[config.mk]
export PLATFORM = sky130hd
export DESIGN_NAME = key_value_text_tokenizer_unit
export DESIGN_NICKNAME = d
export VERILOG_FILES = /design/src/kvtok_pkg.sv /design/src/kvtok_parser.sv /design/src/kvtok_fifo.sv /design/src/key_value_text_tokenizer_unit.sv
export SDC_FILE = /design/constraint.sdc
export NUM_CORES = 1
export LEC_CHECK = 0
export ABC_AREA = 0
export ABC_CLOCK_PERIOD_IN_PS = 3900
export BUFFER_PORTS_ARGS = -buffer_cell sky130_fd_sc_hd__buf_4
export CAP_MARGIN = 30
export CORE_ASPECT_RATIO = 2
export CORE_MARGIN = 2
export CORE_UTILIZATION = 51
export DETAILED_ROUTE_END_ITERATION = 8
export PLACE_DENSITY = 0.75
export SYNTH_ARGS = -nofsm -noshare
export SYNTH_HDL_FRONTEND = slang
export SYNTH_SLANG_ARGS = --single-unit
export TNS_END_PERCENT = 30
[constraint.sdc]
create_clock -name clk_i -period 3.9 [get_ports clk_i]
set_input_delay 0.39 -clock clk_i [delete_from_list [all_inputs] [get_ports clk_i]]
set_output_delay 0.39 -clock clk_i [all_outputs]
set_load 0.01 [all_outputs]
[src/kvtok_pkg.sv]
`timescale 1ns / 1ps
// ----------------------------------------------------------------------------
// kvtok_pkg: shared types and constants of the key/value tokenizer
// Holds the word formats, the token kinds, the parse phases and the
// register map.
// ----------------------------------------------------------------------------
package kvtok_pkg;

  // Default depth of the result queue; must be at least two.
  localparam int unsigned ResultDepth = 4;

  // Fixed text bytes
  localparam logic [7:0] CharSpace     = 8'd32;
  localparam logic [7:0] CharTab       = 8'd9;
  localparam logic [7:0] CharNewline   = 8'd10;
  localparam logic [7:0] CharBackslash = 8'd92;

  // Register reset values
  localparam logic [7:0] QuoteReset      = 8'd34;
  localparam logic [7:0] SeparatorReset  = 8'd58;
  localparam logic [7:0] TerminatorReset = 8'd59;

  // Register index codes (byte address bits [3:2])
  localparam logic [1:0] RegQuote      = 2'd0;
  localparam logic [1:0] RegSeparator  = 2'd1;
  localparam logic [1:0] RegTerminator = 2'd2;

  // Token kinds
  localparam logic [1:0] KindName  = 2'd0;
  localparam logic [1:0] KindValue = 2'd1;
  localparam logic [1:0] KindDone  = 2'd2;
  localparam logic [1:0] KindDrop  = 2'd3;

  typedef enum logic [10:0] {
    PH_START    = 11'b000_0000_0001,
    PH_LEAD     = 11'b000_0000_0010,
    PH_BNAME    = 11'b000_0000_0100,
    PH_QNAME    = 11'b000_0000_1000,
    PH_QNAMEESC = 11'b000_0001_0000,
    PH_SKIPSEP  = 11'b000_0010_0000,
    PH_VLEAD    = 11'b000_0100_0000,
    PH_BVAL     = 11'b000_1000_0000,
    PH_QVAL     = 11'b001_0000_0000,
    PH_QVALESC  = 11'b010_0000_0000,
    PH_SKIPEND  = 11'b100_0000_0000
  } phase_e;

  typedef struct packed {
    logic [7:0] text_byte;
    logic       text_end;
  } text_word_t;

  typedef struct packed {
    logic [1:0] token_kind;
    logic [7:0] token_byte;
  } token_word_t;

  // Parser outcome for one text word: up to two tokens, in order.
  typedef struct packed {
    logic [1:0]  count;
    token_word_t first;
    token_word_t second;
    phase_e      next_phase;
  } parse_res_t;

endpackage

[src/kvtok_parser.sv]
`timescale 1ns / 1ps
// ----------------------------------------------------------------------------
// kvtok_parser: next-phase and token logic for one text byte
// Handles the byte first, then the end of text; yields up to two tokens.
// ----------------------------------------------------------------------------
module kvtok_parser (
  input  kvtok_pkg::phase_e     phase_i,
  input  kvtok_pkg::text_word_t word_i,
  input  logic [7:0]            quote_i,
  input  logic [7:0]            separator_i,
  input  logic [7:0]            terminator_i,
  output kvtok_pkg::parse_res_t res_o
);

  function automatic logic is_space(input logic [7:0] b);
    is_space = (b == kvtok_pkg::CharSpace) || (b == kvtok_pkg::CharTab) ||
               (b == kvtok_pkg::CharNewline);
  endfunction

  logic              byte_nz;
  logic              at_end;
  logic              sep_is_term;
  kvtok_pkg::phase_e mid_phase;
  logic              byte_hit;
  logic [1:0]        byte_kind;
  logic [7:0]        byte_val;
  logic              end_hit;
  logic [1:0]        end_kind;
  kvtok_pkg::token_word_t byte_tok;
  kvtok_pkg::token_word_t end_tok;

  assign byte_nz     = (word_i.text_byte != 8'd0);
  assign at_end      = word_i.text_end | ~byte_nz;
  assign sep_is_term = (separator_i == terminator_i);

  // Byte step
  always_comb begin
    mid_phase = phase_i;
    byte_hit  = 1'b0;
    byte_kind = kvtok_pkg::KindName;
    byte_val  = word_i.text_byte;
    if (byte_nz) begin
      unique case (phase_i)
        kvtok_pkg::PH_START, kvtok_pkg::PH_LEAD: begin
          if (is_space(word_i.text_byte)) begin
            mid_phase = kvtok_pkg::PH_LEAD;
          end else if (word_i.text_byte == quote_i) begin
            mid_phase = kvtok_pkg::PH_QNAME;
          end else if (word_i.text_byte == separator_i) begin
            if (sep_is_term) begin
              byte_hit  = 1'b1;
              byte_kind = kvtok_pkg::KindDrop;
              mid_phase = kvtok_pkg::PH_START;
            end else begin
              mid_phase = kvtok_pkg::PH_VLEAD;
            end
          end else begin
            byte_hit  = 1'b1;
            mid_phase = kvtok_pkg::PH_BNAME;
          end
        end
        kvtok_pkg::PH_BNAME: begin
          if (word_i.text_byte == separator_i) begin
            if (sep_is_term) begin
              byte_hit  = 1'b1;
              byte_kind = kvtok_pkg::KindDrop;
              mid_phase = kvtok_pkg::PH_START;
            end else begin
              mid_phase = kvtok_pkg::PH_VLEAD;
            end
          end else if (is_space(word_i.text_byte)) begin
            mid_phase = kvtok_pkg::PH_SKIPSEP;
          end else begin
            byte_hit = 1'b1;
          end
        end
        kvtok_pkg::PH_QNAME: begin
          if (word_i.text_byte == quote_i) begin
            mid_phase = kvtok_pkg::PH_SKIPSEP;
          end else if (word_i.text_byte == kvtok_pkg::CharBackslash) begin
            mid_phase = kvtok_pkg::PH_QNAMEESC;
          end else begin
            byte_hit = 1'b1;
          end
        end
        kvtok_pkg::PH_QNAMEESC: begin
          byte_hit  = 1'b1;
          mid_phase = kvtok_pkg::PH_QNAME;
        end
        kvtok_pkg::PH_SKIPSEP: begin
          if (word_i.text_byte == separator_i) begin
            if (sep_is_term) begin
              byte_hit  = 1'b1;
              byte_kind = kvtok_pkg::KindDrop;
              mid_phase = kvtok_pkg::PH_START;
            end else begin
              mid_phase = kvtok_pkg::PH_VLEAD;
            end
          end else if (word_i.text_byte == terminator_i) begin
            byte_hit  = 1'b1;
            byte_kind = kvtok_pkg::KindDrop;
            mid_phase = kvtok_pkg::PH_START;
          end
        end
        kvtok_pkg::PH_VLEAD: begin
          if (is_space(word_i.text_byte)) begin
            mid_phase = kvtok_pkg::PH_VLEAD;
          end else if (word_i.text_byte == quote_i) begin
            mid_phase = kvtok_pkg::PH_QVAL;
          end else if (word_i.text_byte == terminator_i) begin
            byte_hit  = 1'b1;
            byte_kind = kvtok_pkg::KindDone;
            mid_phase = kvtok_pkg::PH_START;
          end else begin
            byte_hit  = 1'b1;
            byte_kind = kvtok_pkg::KindValue;
            mid_phase = kvtok_pkg::PH_BVAL;
          end
        end
        kvtok_pkg::PH_BVAL: begin
          byte_hit = 1'b1;
          if (word_i.text_byte == terminator_i) begin
            byte_kind = kvtok_pkg::KindDone;
            mid_phase = kvtok_pkg::PH_START;
          end else if (is_space(word_i.text_byte)) begin
            byte_kind = kvtok_pkg::KindDone;
            mid_phase = kvtok_pkg::PH_SKIPEND;
          end else begin
            byte_kind = kvtok_pkg::KindValue;
          end
        end
        kvtok_pkg::PH_QVAL: begin
          if (word_i.text_byte == quote_i) begin
            byte_hit  = 1'b1;
            byte_kind = kvtok_pkg::KindDone;
            mid_phase = kvtok_pkg::PH_SKIPEND;
          end else if (word_i.text_byte == kvtok_pkg::CharBackslash) begin
            mid_phase = kvtok_pkg::PH_QVALESC;
          end else begin
            byte_hit  = 1'b1;
            byte_kind = kvtok_pkg::KindValue;
          end
        end
        kvtok_pkg::PH_QVALESC: begin
          byte_hit  = 1'b1;
          byte_kind = kvtok_pkg::KindValue;
          mid_phase = kvtok_pkg::PH_QVAL;
        end
        kvtok_pkg::PH_SKIPEND: begin
          if (word_i.text_byte == terminator_i) begin
            mid_phase = kvtok_pkg::PH_START;
          end
        end
        default: begin
          mid_phase = kvtok_pkg::PH_START;
        end
      endcase
    end
    // marks carry a zero byte
    if (byte_kind == kvtok_pkg::KindDone || byte_kind == kvtok_pkg::KindDrop) begin
      byte_val = 8'd0;
    end
  end

  // End-of-text step
  always_comb begin
    end_hit  = 1'b0;
    end_kind = kvtok_pkg::KindDrop;
    if (at_end) begin
      unique case (mid_phase)
        kvtok_pkg::PH_LEAD, kvtok_pkg::PH_BNAME, kvtok_pkg::PH_QNAME,
        kvtok_pkg::PH_QNAMEESC, kvtok_pkg::PH_SKIPSEP: begin
          end_hit = 1'b1;
        end
        kvtok_pkg::PH_VLEAD, kvtok_pkg::PH_BVAL, kvtok_pkg::PH_QVAL,
        kvtok_pkg::PH_QVALESC: begin
          end_hit  = 1'b1;
          end_kind = kvtok_pkg::KindDone;
        end
        default: begin
          end_hit = 1'b0;
        end
      endcase
    end
  end

  assign byte_tok = '{token_kind: byte_kind, token_byte: byte_val};
  assign end_tok  = '{token_kind: end_kind, token_byte: 8'd0};

  assign res_o.count      = {1'b0, byte_hit} + {1'b0, end_hit};
  assign res_o.first      = byte_hit ? byte_tok : end_tok;
  assign res_o.second     = end_tok;
  assign res_o.next_phase = at_end ? kvtok_pkg::PH_START : mid_phase;

endmodule

[src/kvtok_fifo.sv]
`timescale 1ns / 1ps
// ----------------------------------------------------------------------------
// kvtok_fifo: result queue taking up to two tokens per cycle
// Pops one token per handshake; head entry drives the output word.
// ----------------------------------------------------------------------------
module kvtok_fifo #(
  parameter int unsigned Depth = kvtok_pkg::ResultDepth
) (
  input  logic                   clk_i,
  input  logic                   rst_ni,
  input  logic [1:0]             push_cnt_i,
  input  kvtok_pkg::token_word_t push_first_i,
  input  kvtok_pkg::token_word_t push_second_i,
  output logic                   room_o,
  output logic                   valid_o,
  input  logic                   stall_i,
  output kvtok_pkg::token_word_t word_o
);

  localparam int unsigned AddrW  = (Depth > 1) ? $clog2(Depth) : 1;
  localparam int unsigned CountW = $clog2(Depth + 1);
  localparam logic [AddrW-1:0]  LastAddr = AddrW'(Depth - 1);
  localparam logic [CountW-1:0] RoomMax  = CountW'(Depth - 2);

  function automatic logic [AddrW-1:0] bump(input logic [AddrW-1:0] p);
    bump = (p == LastAddr) ? '0 : p + AddrW'(1);
  endfunction

  kvtok_pkg::token_word_t mem_q [Depth];
  logic [AddrW-1:0]  wr_q, wr_d, rd_q, rd_d;
  logic [CountW-1:0] count_q, count_d;
  logic [AddrW-1:0]  wr_next;
  logic              pop;

  assign pop     = valid_o & ~stall_i;
  assign wr_next = bump(wr_q);
  assign valid_o = (count_q != '0);
  assign room_o  = (count_q <= RoomMax);
  assign word_o  = mem_q[rd_q];

  always_comb begin
    rd_d    = pop ? bump(rd_q) : rd_q;
    count_d = count_q + CountW'(push_cnt_i) - CountW'(pop);
    unique case (push_cnt_i)
      2'd1:    wr_d = wr_next;
      2'd2:    wr_d = bump(wr_next);
      default: wr_d = wr_q;
    endcase
  end

  always_ff @(posedge clk_i) begin
    if (push_cnt_i != 2'd0) begin
      mem_q[wr_q] <= push_first_i;
    end
    if (push_cnt_i == 2'd2) begin
      mem_q[wr_next] <= push_second_i;
    end
  end

  always_ff @(posedge clk_i or negedge rst_ni) begin
    if (!rst_ni) begin
      wr_q    <= '0;
      rd_q    <= '0;
      count_q <= '0;
    end else begin
      wr_q    <= wr_d;
      rd_q    <= rd_d;
      count_q <= count_d;
    end
  end

  a_count_bound: assert property (@(posedge clk_i) disable iff (!rst_ni)
    count_q <= CountW'(Depth))
    else $error("result queue count beyond depth");

  a_hold_idle: assert property (@(posedge clk_i) disable iff (!rst_ni)
    (push_cnt_i == 2'd0) && !pop |=> $stable(count_q) && $stable(rd_q) && $stable(wr_q))
    else $error("result queue moved without push or pop");

  a_double_push: assert property (@(posedge clk_i) disable iff (!rst_ni)
    (push_cnt_i == 2'd2) && !pop |=> count_q == $past(count_q) + CountW'(2))
    else $error("double push not counted");

endmodule

[src/key_value_text_tokenizer_unit.sv]
`timescale 1ns / 1ps
// ----------------------------------------------------------------------------
// key_value_text_tokenizer_unit: splits text into name/value pairs
// Streams name bytes, value bytes and pair complete/dropped marks.
// ----------------------------------------------------------------------------
//
//  channel  | dir | handshake              | word
//  ---------+-----+------------------------+-----------------------------
//  text     | in  | text_valid_i/_stall_o  | text_word_i  (byte, end)
//  token    | out | token_valid_o/_stall_i | token_word_o (kind, byte)
//  config   | in  | APB psel/penable       | quote, separator, terminator
//
//  One text word is accepted per cycle while the result queue has room for
//  two tokens; the parse phase is updated at that same edge.
//  A word's tokens (zero to two) are written to the queue at that edge;
//  the token port drains one word per cycle while token_stall_i is low.
//  The token port limits throughput: words that yield two tokens fill the
//  queue and stall the text port until it drains.
//  Reset puts the phase at start of text, empties the queue and loads the
//  default quote, separator and terminator bytes. No clearing pass.
//
module key_value_text_tokenizer_unit #(
  parameter int unsigned ResultDepth = kvtok_pkg::ResultDepth
) (
  input  logic                   clk_i,
  input  logic                   rst_ni,
  // text words
  input  logic                   text_valid_i,
  output logic                   text_stall_o,
  input  kvtok_pkg::text_word_t  text_word_i,
  // token words
  output logic                   token_valid_o,
  input  logic                   token_stall_i,
  output kvtok_pkg::token_word_t token_word_o,
  // register port
  input  logic                   psel,
  input  logic                   penable,
  input  logic                   pwrite,
  input  logic [3:0]             paddr,
  input  logic [31:0]            pwdata,
  output logic [31:0]            prdata,
  output logic                   pready
);

  kvtok_pkg::phase_e     phase_q, phase_d;
  logic [7:0]            quote_q, separator_q, terminator_q;
  logic                  text_acc;
  logic                  room;
  logic                  cfg_wr;
  logic [1:0]            reg_idx;
  kvtok_pkg::parse_res_t parse_res;
  logic [1:0]            push_cnt;

  // Register port: always ready; index from the word address.
  assign pready  = 1'b1;
  assign reg_idx = paddr[3:2];
  assign cfg_wr  = psel & penable & pwrite & pready;

  always_comb begin
    unique case (reg_idx)
      kvtok_pkg::RegQuote:      prdata = {24'd0, quote_q};
      kvtok_pkg::RegSeparator:  prdata = {24'd0, separator_q};
      kvtok_pkg::RegTerminator: prdata = {24'd0, terminator_q};
      default:                  prdata = 32'd0;
    endcase
  end

  always_ff @(posedge clk_i or negedge rst_ni) begin
    if (!rst_ni) begin
      quote_q      <= kvtok_pkg::QuoteReset;
      separator_q  <= kvtok_pkg::SeparatorReset;
      terminator_q <= kvtok_pkg::TerminatorReset;
    end else if (cfg_wr) begin
      unique case (reg_idx)
        kvtok_pkg::RegQuote:      quote_q      <= pwdata[7:0];
        kvtok_pkg::RegSeparator:  separator_q  <= pwdata[7:0];
        kvtok_pkg::RegTerminator: terminator_q <= pwdata[7:0];
        default: begin
          // unmapped address: drop the write
        end
      endcase
    end
  end

  // Hold the text port while the queue cannot take a full pair of tokens.
  assign text_stall_o = ~room;
  assign text_acc     = text_valid_i & room;

  kvtok_parser u_parser (
    .phase_i      (phase_q),
    .word_i       (text_word_i),
    .quote_i      (quote_q),
    .separator_i  (separator_q),
    .terminator_i (terminator_q),
    .res_o        (parse_res)
  );

  // Advance the phase only on an accepted word.
  assign phase_d  = text_acc ? parse_res.next_phase : phase_q;
  assign push_cnt = text_acc ? parse_res.count : 2'd0;

  always_ff @(posedge clk_i or negedge rst_ni) begin
    if (!rst_ni) begin
      phase_q <= kvtok_pkg::PH_START;
    end else begin
      phase_q <= phase_d;
    end
  end

  kvtok_fifo #(
    .Depth (ResultDepth)
  ) u_fifo (
    .clk_i         (clk_i),
    .rst_ni        (rst_ni),
    .push_cnt_i    (push_cnt),
    .push_first_i  (parse_res.first),
    .push_second_i (parse_res.second),
    .room_o        (room),
    .valid_o       (token_valid_o),
    .stall_i       (token_stall_i),
    .word_o        (token_word_o)
  );

  a_end_resets: assert property (@(posedge clk_i) disable iff (!rst_ni)
    text_acc && text_word_i.text_end |=> phase_q == kvtok_pkg::PH_START)
    else $error("phase not back at start after end of text");

  a_phase_hold: assert property (@(posedge clk_i) disable iff (!rst_ni)
    !text_acc |=> $stable(phase_q))
    else $error("phase moved without an accepted word");

  a_quote_write: assert property (@(posedge clk_i) disable iff (!rst_ni)
    cfg_wr && (reg_idx == kvtok_pkg::RegQuote) |=> quote_q == $past(pwdata[7:0]))
    else $error("quote register write lost");

endmodule
==> summary.txt <==
Run status
  – Status: finished, violations left
  – Failing checks: negative setup slack

Synth
  – FFs w/ async S/R, synth: 51.2%
  – Synth Warn #: 0
  – #FFs+latches synth: 82
  – Synth unique cells: 74
  – Synthesized area per cell: 9.80 µm²
  – Post-Syn Instances: 542
  – Ys flop type: dfxtp_1
  – Post-synth EDFFs: 4
  – Sequential cell area fraction in the yosys report: 35.9%
  – Cell Area, Synth: 5310 µm²

Detailed routing
  – Vias post-DR: 5,130
  – DR DRC count: 0
  – Remaining antenna violation count after routing: 0
  – DRT iter0 DRCs: 249
  – Vias per cell: 6.01
  – Wire per inst: 21.6 µm
  – Total wire length: 18.5 mm
  – First-pass iteration count of the detailed router: 5

Setup path
  – Worst r2r src: phase_q[5]
  – Worst-path cell with the longest stage delay: dfrtp_1
  – CP endpoint kind: flop
  – CP Launch Point: phase_q[5]
  – CP cell instances: nor4_2, buf_4, nand4_1, nand2b_4, buf_4, o221ai_2, o311a_4, a211oi_4, buf_4, buf_4, a31o_1, ha_4, nand2_4, buf_6, or2_4, fa_2, xor2_2, xnor2_1
  – Critical-path maximum fanout: 4
  – Critical path's largest stage delay: 400 ps
  – Worst reg2reg setup slack: -80 ps
  – Most used cell, CP: buf_4
  – Worst Path Required: 4140 ps
  – Critical Path End: u_fifo.count_q[2]
  – Critical path class: flop to flop
  – Cells on worst reg2reg path: 18
  – Data arrival time of the critical path: 4220 ps
  – Worst Setup Start Kind: flop
  – Worst R2R End: u_fifo.count_q[2]

Flow run
  – Max cap viols: 0

Global routing
  – Largest net degree at the start of global routing: 43
  – Initial antenna violation count: 0
  – Met2 usage: 61.1%
  – Global-route total usage across every layer: 32.0%
  – First-pass GRT wire length: 27.5 mm
  – Met3 usage: 6.86%
  – GR peak layer: met2
  – Vias in the first global route: 5,280
  – Gr ovfl total: 0
  – GRT met1 Usage: 28.7%

Pwr
  – Switching part of the total: 37.2%
  – Sequential power share: 32.4%
  – Pwr/cell area: 575 nW/µm²
  – Psw: 1.61 mW
  – Pint: 2.72 mW
  – Pwr Total: 4.33 mW
  – Maximum vdd drop: 0.351 mV
  – Clock Power Share: 20.0%
  – Leak: 3.38 nW
  – Combinational Power Share: 47.6%

Final layout
  – Layout area overhead: 41.8%
  – Number of diodes: 0
  – Layout cell share with drive strength beyond 1: 48.0%
  – Core Util, Final: 74.2%
  – Final-stage net count: 778
  – Sequential standard cell area: 1910 µm²
  – Cell area after layout: 7530 µm²
  – # fillers: 751
  – Area taken by multi-input logic gates: 3550 µm²

Clock tree
  – Worst-case clock buffer depth: 2
  – H-Tree Depth: 3
  – Worst-skew pair later-pin latency: 360 ps
  – CTS tree: built
  – CTS Buf Count: 9
  – Root Buffer: clkbuf_16
  – Worst-path clk slew: 70 ps
  – Clock sinks: 82
  – Hold_buf cts: 0

Min path
  – HP Class: primary input to async pin

Timing
  – Least-Margin Pin Slew: 767 ps
  – Period utilization: 102%
  – Final setup viols: 31
  – Final Critical Period: 3980 ps
  – Final Max Slew Viols: 0
  – Skew final: 8.84 ps
  – RSZ-0062 raised after global routing: yes
  – Fmax: 251 MHz
  – Final hold vios: 0
  – Slew margin rel.: 48.8%
  – Worst Slack Setup Final: -77.1 ps

Floorplan
  – I/O pins: 97
  – Die Height: 148 µm
  – Die W: 76.2 µm
  – Die footprint: 11,300 µm²
  – FP Rows: 52
  – Initial core utilization: 52.4%
  – Core ar.: 10,100 µm²

Placed design
  – Placed cell area: 6670 µm²
  – Post-DP HPWL: 13.6 mm
  – GPL Wtd Cong: 1.02
  – I/O Buffers: 45
[Yosys cell counts (5+ instances only)]
library cell | number | area [µm²]
nand2_1 | 44 | 165
nand4_1 | 12 | 75.1
o21ai_0 | 21 | 105
nor3_1 | 8 | 40.0
and3_1 | 6 | 37.5
mux2_2 | 27 | 304
ha_1 | 11 | 138
clkbuf_1 | 12 | 45.0
buf_1 | 5 | 18.8
dfxtp_1 | 36 | 721
nor2b_1 | 9 | 56.3
and4_1 | 6 | 52.6
nor3b_1 | 6 | 45.0
xnor2_1 | 20 | 175
a22o_1 | 35 | 307
dfrtp_1 | 30 | 751
buf_4 | 25 | 188
xor2_1 | 21 | 184
nor4_2 | 5 | 62.6
a22oi_1 | 5 | 37.5
a21oi_1 | 17 | 85.1
and2_1 | 5 | 31.3
nor2_1 | 15 | 56.3
dfstp_2 | 12 | 315
nand3_1 | 10 | 50.1
mux2i_1 | 8 | 80.1
buf_2 | 16 | 80.1
mux4_2 | 10 | 225
inv_1 | 19 | 71.3
[final cells by class]
type,instances,area share [%]
clock buffers,9,2.99
clock inverters,7,1.01
inverters,19,0.947
multi-input cells,409,47.1
flip-flops and latches,82,25.3
well taps,135,2.24
repair buffers,193,20.4
[per-layer routing]
layer  vias up  part of all wire (%)
met3       100                   4.0
met2       194                    56
li1       2309                     -
met1      2527                    31
met5         -                     0
met4         0                   9.3
[critical path: cells and delay by family (launching register included)]
family,cells,cell delay [ps]
adders and majority gates,2,640
and+or+nand+nor,5,1060
AOI/OAI and AO/OA,4,780
xor gates and xnor gates,2,280
DFF,1,400
buffers and inverters,5,690
[power by group through the flow]
stage                     sequential, mW  clock (mW)  combinational [mW]
after floorplan                     1.31           0                1.13
after global placement              1.39           0                1.68
after detailed placement            1.42           0                1.74
after CTS                           1.40       0.869                1.86
after global routing                1.43       0.907                2.20
final                               1.40       0.866                2.06
[worst min-delay path by stage]
stage,start,to,slack [ps],cells after the start
after floorplan,rst_ni,phase_q[10],90,0
after global placement,rst_ni,phase_q[3],400,1
after detailed placement,rst_ni,phase_q[1],410,1
after CTS,rst_ni,phase_q[6],40,1
after global routing,rst_ni,phase_q[10],80,1
final,rst_ni,phase_q[1],20,1
[sequential cells by signal, summed over array words and instances (netlist names)]
name            flops
u_fifo.rd_q         2
u_fifo.mem_q       40
u_fifo.wr_q         2
separator_q         8
u_fifo.count_q      3
quote_q             8
phase_q            11
terminator_q        8
[stage by stage]
stage | setup slack (ps) | cells | TNS, ps | hold WS, ps
floorplan | -71.6 | 565 | -2330 | 94.4
global placement | -302 | 818 | -11240 | 399
detailed placement | -432 | 818 | -16580 | 406
CTS | -55.6 | 843 | -75.6 | 35.3
global route | -235 | 854 | -6100 | 76.0
finish | -77.1 | 854 | -747 | 24.1
[cell usage in the layout (no fill, tap or decap), types with 7 or more instances in the layout]
cell type / synthesis / final
a22o_1: 35 / 35
dfstp_2: 12 / 12
buf_4: 25 / 183
dfxtp_1: 36 / 36
nand3_1: 10 / 9
xnor2_1: 20 / 20
mux2i_1: 8 / 8
clkbuf_16: 0 / 9
ha_1: 11 / 8
nor3_1: 8 / 7
nor2_1: 15 / 14
mux2_2: 27 / 26
nand4_1: 12 / 12
inv_1: 19 / 16
nand2_1: 44 / 36
a21oi_1: 17 / 13
o21ai_0: 21 / 17
conb_1: 2 / 25
dfrtp_1: 30 / 29
mux4_2: 10 / 10
nor4_2: 5 / 7
nor2b_1: 9 / 9
xor2_1: 21 / 19
[cell families after synthesis]
logic type / Yosys count / share of synthesized area, %
flip-flops: 82 / 35.9
buffers and inverters: 77 / 7.58
AO/OA/AOI/OAI: 134 / 19.3
other: 2 / 0.141
XOR/XNOR: 41 / 6.76
multiplexers: 45 / 11.5
adder cells (fa/ha/maj): 12 / 2.97
AND/OR/NAND/NOR: 149 / 15.9
[repair_timing]
item                       CTS  global route
gates resized for setup     42            46
setup buffers                9             9
setup endpoints to repair   46            48
cloned                       0             3
pin swaps                   20            18
Note: power is estimated with default switching activity, not from simulation.
